[config.mk]
export PLATFORM = sky130hd
export DESIGN_NAME = pfb_ctrl
export DESIGN_NICKNAME = d
export VERILOG_FILES = /design/src/design/pfb_pkg.sv /design/src/design/pfb_ctrl.sv
export SDC_FILE = /design/constraint.sdc
export NUM_CORES = 1
export LEC_CHECK = 0
export BUFFER_PORTS_ARGS = -buffer_cell sky130_fd_sc_hd__clkbuf_2
export CAP_MARGIN = 0
export CELL_PAD_IN_SITES_DETAIL_PLACEMENT = 1
export CELL_PAD_IN_SITES_GLOBAL_PLACEMENT = 1
export CORE_AREA = 2 2 39 41
export DETAILED_ROUTE_END_ITERATION = 6
export DIE_AREA = 0 0 41 43
export PLACE_DENSITY_LB_ADDON = 0.1
export REMOVE_ABC_BUFFERS = 1
export SLEW_MARGIN = 30
export SYNTH_ARGS = -nofsm -noshare
export SYNTH_HDL_FRONTEND = slang
export SYNTH_SLANG_ARGS = --single-unit
[constraint.sdc]
create_clock -name clk -period 1.54 [get_ports clk]
set_clock_uncertainty 0.2 [all_clocks]
set_input_delay 0.308 -clock clk [delete_from_list [all_inputs] [get_ports clk]]
set_output_delay 0.308 -clock clk [all_outputs]
set_load 0.01 [all_outputs]
[src/design/pfb_pkg.sv]
// ----------------------------------------------------------------------------
// pfb_pkg: shared definitions for the packed 2bpp framebuffer
// Geometry constants, command codes, address helper and the control and
// status structures that join the controller to the datapath.
// ----------------------------------------------------------------------------
package pfb_pkg;

    localparam int COLUMNS    = 128;
    localparam int ROWS       = 128;
    localparam int BYTE_ROWS  = (ROWS + 3) / 4;
    localparam int STORE_SIZE = BYTE_ROWS * COLUMNS;

    localparam int COORD_W = 7;
    localparam int ADDR_W  = $clog2(STORE_SIZE);
    localparam int COL_W   = $clog2(COLUMNS);
    localparam int BR_W    = (BYTE_ROWS > 1) ? $clog2(BYTE_ROWS) : 1;
    // Counter widths hold both any input coordinate plus seven and the limit itself.
    localparam int XC_W = ((COORD_W + 1) > $clog2(COLUMNS + 1)) ?
                          (COORD_W + 1) : $clog2(COLUMNS + 1);
    localparam int YC_W = ((COORD_W + 1) > $clog2(ROWS + 1)) ?
                          (COORD_W + 1) : $clog2(ROWS + 1);

    localparam logic [2:0] CMD_FILL   = 3'd0;
    localparam logic [2:0] CMD_INVERT = 3'd1;
    localparam logic [2:0] CMD_BITMAP = 3'd2;
    localparam logic [2:0] CMD_READ   = 3'd3;
    localparam logic [2:0] CMD_ACK    = 3'd4;

    typedef struct packed {
        logic load;
        logic clr_step;
        logic rect_step;
        logic bmp_step;
        logic result_load;
    } pfb_ctl_t;

    typedef struct packed {
        logic clr_last;
        logic rect_empty;
        logic bmp_empty;
        logic rect_last;
        logic bmp_last;
        logic out_free;
    } pfb_status_t;

    function automatic logic [ADDR_W-1:0] make_addr(input logic [BR_W-1:0] br,
                                                    input logic [COL_W-1:0] col);
        int unsigned full;
        full = int'(br) * COLUMNS + int'(col);
        return full[ADDR_W-1:0];
    endfunction

endpackage

[src/design/pfb_ctrl.sv]
// ----------------------------------------------------------------------------
// pfb_ctrl: command sequencer for the packed 2bpp framebuffer
// Runs the clearing sweep after reset, then steps each command through its
// scan, drain and result phases.
// ----------------------------------------------------------------------------
module pfb_ctrl
(
    input  logic                 clk,
    input  logic                 rst_n,
    input  logic                 in_valid,
    output logic                 in_ready,
    input  logic [2:0]           cmd,
    input  pfb_pkg::pfb_status_t sts,
    output pfb_pkg::pfb_ctl_t    ctl
);

    localparam logic [2:0] ST_CLEAR  = 3'd0;
    localparam logic [2:0] ST_IDLE   = 3'd1;
    localparam logic [2:0] ST_RECT   = 3'd2;
    localparam logic [2:0] ST_BMP    = 3'd3;
    localparam logic [2:0] ST_WAIT   = 3'd4;
    localparam logic [2:0] ST_FINISH = 3'd5;

    logic [2:0] state_reg;
    logic [2:0] state_next;

    always_ff @(posedge clk or negedge rst_n)
    begin
        if (!rst_n)
        begin
            state_reg <= ST_CLEAR;
        end
        else
        begin
            state_reg <= state_next;
        end
    end

    always_comb
    begin
        state_next = state_reg;
        ctl        = '0;
        in_ready   = 1'b0;
        case (state_reg)
            ST_CLEAR:
            begin
                ctl.clr_step = 1'b1;
                if (sts.clr_last)
                begin
                    state_next = ST_IDLE;
                end
            end
            ST_IDLE:
            begin
                in_ready = 1'b1;
                if (in_valid)
                begin
                    ctl.load = 1'b1;
                    case (cmd)
                        pfb_pkg::CMD_FILL, pfb_pkg::CMD_INVERT:
                            state_next = sts.rect_empty ? ST_FINISH : ST_RECT;
                        pfb_pkg::CMD_BITMAP:
                            state_next = sts.bmp_empty ? ST_FINISH : ST_BMP;
                        pfb_pkg::CMD_READ:
                            state_next = ST_WAIT;
                        default:
                            state_next = ST_FINISH;
                    endcase
                end
            end
            ST_RECT:
            begin
                ctl.rect_step = 1'b1;
                if (sts.rect_last)
                begin
                    state_next = ST_WAIT;
                end
            end
            ST_BMP:
            begin
                ctl.bmp_step = 1'b1;
                if (sts.bmp_last)
                begin
                    state_next = ST_WAIT;
                end
            end
            ST_WAIT:
            begin
                // The last write lands, or the read data settles, in this cycle.
                state_next = ST_FINISH;
            end
            ST_FINISH:
            begin
                if (sts.out_free)
                begin
                    ctl.result_load = 1'b1;
                    state_next      = ST_IDLE;
                end
            end
            default:
            begin
                state_next = ST_IDLE;
            end
        endcase
    end

    property p_load_only_idle;
        @(posedge clk) disable iff (!rst_n)
        ctl.load |-> (state_reg == ST_IDLE);
    endproperty
    a_load_only_idle: assert property (p_load_only_idle)
        else $error("command loaded outside idle");

    property p_no_accept_while_clearing;
        @(posedge clk) disable iff (!rst_n)
        (state_reg == ST_CLEAR) |-> !in_ready;
    endproperty
    a_no_accept_while_clearing: assert property (p_no_accept_while_clearing)
        else $error("input accepted during clearing sweep");

    property p_scan_ends_in_wait;
        @(posedge clk) disable iff (!rst_n)
        ((state_reg == ST_RECT) && sts.rect_last) |=> (state_reg == ST_WAIT);
    endproperty
    a_scan_ends_in_wait: assert property (p_scan_ends_in_wait)
        else $error("rectangle scan did not drain");

endmodule

==> results.md <==
- Status: finished with violations
- Violated checks: negative setup slack
- Post-synth EDFFs: 0
- Crit. End Element: primary output
- Crit start category: flop
- Drt initial violations: 3
- Sequential element share of the synthesized area: 26.1%
- Max_cap viols: 0
- Clock sink count: 3
- Most frequent cells in the layout: buf_4, clkbuf_2, buf_2, buf_6
- Pwr Total: roughly 1300 uW
- Die area: around 1800 sq um
- # DRC: 0
- Initial antenna violation count: 0
- Final TNS setup: -1.09 ns
- CTS tree: built
- CP max FO: 3
- I/O Buffers: 17
- Layout cells sized above 1: between 80% and 90%
- Max_slew headroom: between 60% and 70%
- Arrival time worst endpoint: about 1.2 ns
- Synthesized instance count: 33
- GRT Overall Usage: approximately 15%
- Tcrit/Tclk final: 110%
- Chip height: between 40 and 50 um
- GP Congestion: around 0.8
- Hold Vio Cnt, Final: 0
- Seq cells post-synth: 3
- Post-synthesis cell area: between 200 and 300 sq um
- Vias: roughly 410
- Largest net degree at the start of global routing: 7
- DP Wirelength: ~780 um
- Data required, critical path: approximately 1 ns
- Pins Over Slew Limit: 0
- ANT cells: 0
- Asr flop ratio synth: between 90% and 100%
- Setup WS post-layout: -0.160 ns
- Vias per inst: 4.56
- Row count: 14
- Core area: 1380 sq um
- GRT overflow: 0
- Final Cell Area: 674 sq um
- Worst ir drop on vdd: approximately 1.0 mV
- Fill cells: 168
- Commonest non-fill, non-tap cell in the layout: buf_4
- Clock Tree Root: clkbuf_4
- Syn avg cell area: 8.72 sq um
- Power per cell area: roughly 2000 nW/um^2
- Max FFs per register: 3
- Area growth from synthesis to layout: 134%
- Clk slew on worst S/H paths: approximately 0.04 ns
- Netlist cell types: 26
- First-pass GRT wire length: around 1.7 mm
- DRT Wirelength: approximately 1.1 mm
- Leak Pwr: 0.000328 uW
- Die Span X: 41 um
- Unrepaired setup endpoints after global routing: yes
- Warnings from Yosys: 0
- Multi-input logic area: 279 sq um
- CTS Buffer Depth: 2
- Starting Density: about a fifth
- F_max: 0.588 GHz
- Nets: 86
- CTS Buf Count: 3
- Antenna Nets Post-Route: 0
- Reg area: approximately 79 sq um
- Final Setup Violations: 9
- Initial DRT Pass Iterations: 2
- Tmin final: roughly 1.7 ns
- Critical path class: flop to primary output
- Average wire per standard cell: about 13 um
- Main flop type after synthesis: dfrtp_1
- # IOs: 18
- Worst Hold Class: input port to asynchronous set/reset pin
- Vias in the first global route: 420
- DP Area: between 400 and 500 sq um
- Measured slew at the worst slew-check pin: 0.479 ns
- CTS H-Tree Depth: 1
- Worst-Skew Late Latency: around 0.23 ns
## cell usage after synthesis, drive strengths merged, types with 2 or more instances
master  number  share of area [%]
a211oi       2                7.0
dfrtp        3                 26
inv          2                2.6
nand2        3                3.9
nand2b       2                5.2
nor2         3                3.9
nor3         2                3.5
## report_power, final
part	leakage, uW	internal, uW	switching [uW]	total (uW)
Clock	0.0000150	97.0	39.6	137
Combinational	0.000281	593	428	1020
Sequential	0.0000322	123	61.5	185
Total	0.000328	813	529	1340
## final timing paths
kind                               from            to  slack (ns)  cells after the start
setup / recovery           state_reg[1]        ctl[0]       -0.16                      4
hold / removal                    rst_n  state_reg[1]        0.20                      2
setup reg to reg           state_reg[1]  state_reg[0]       -0.15                      6
hold reg to reg            state_reg[2]  state_reg[2]        0.56                      2
max in group asynchronous         rst_n  state_reg[0]        0.82                      2
min in group clk                 sts[0]  state_reg[2]        0.30                      3
## metal layers
layer | GRT usage [%] | vias up | wire, um
met4 | 10.0 | 0 | 14
met2 | 25.9 | 9 | 650
li1 | - | 200 | -
met3 | 4.19 | 2 | 43
met1 | 14.1 | 195 | 431
met5 | 0 | - | 0
## layout make-up
type / instances / area share (%)
repair buffers: 37 / 38.6
inverters: 2 / 1.48
well taps: 16 / 2.97
flip-flops and latches: 3 / 11.7
clock buffers: 4 / 3.90
multi-input cells: 27 / 41.4
## stage by stage
stage	util, %	hold WS (ns)	worst slack [ns]	cells
after CTS	43.8	0.199	-0.153	86
after global placement	32.5	-0.0958	-0.0640	74
final	48.7	0.199	-0.160	89
after floorplan	-	-0.188	-0.0592	32
after global routing	48.7	0.225	-0.216	89
after detailed placement	32.5	-0.0958	-0.104	74
## critical path: stages (launching register included)
cell and delay, ns:
dfrtp_2 0.41, buf_4 0.14, buf_6 0.12, nor3b_2 0.15
buf_2 0.14
## what timing repair did
| action | 4_1_cts | 5_1_grt |
|---|---|---|
| pin swaps | 1 | 3 |
| hold endpoints to repair | 3 | 0 |
| hold buffers | 1 | 0 |
| buffers inserted | 7 | 3 |
| endpoints found under the setup margin | 9 | 9 |
| gates resized for setup | 17 | 17 |
| cloned | 0 | 0 |
## cell families after synthesis
kind of cell	after synthesis	share of synthesized area [%]
compound gates	8	23.5
buf+inv	3	6.52
flops	3	26.1
mux	2	8.69
simple gates	17	35.2
No activity file was read; power rests on OpenSTA's default activity.
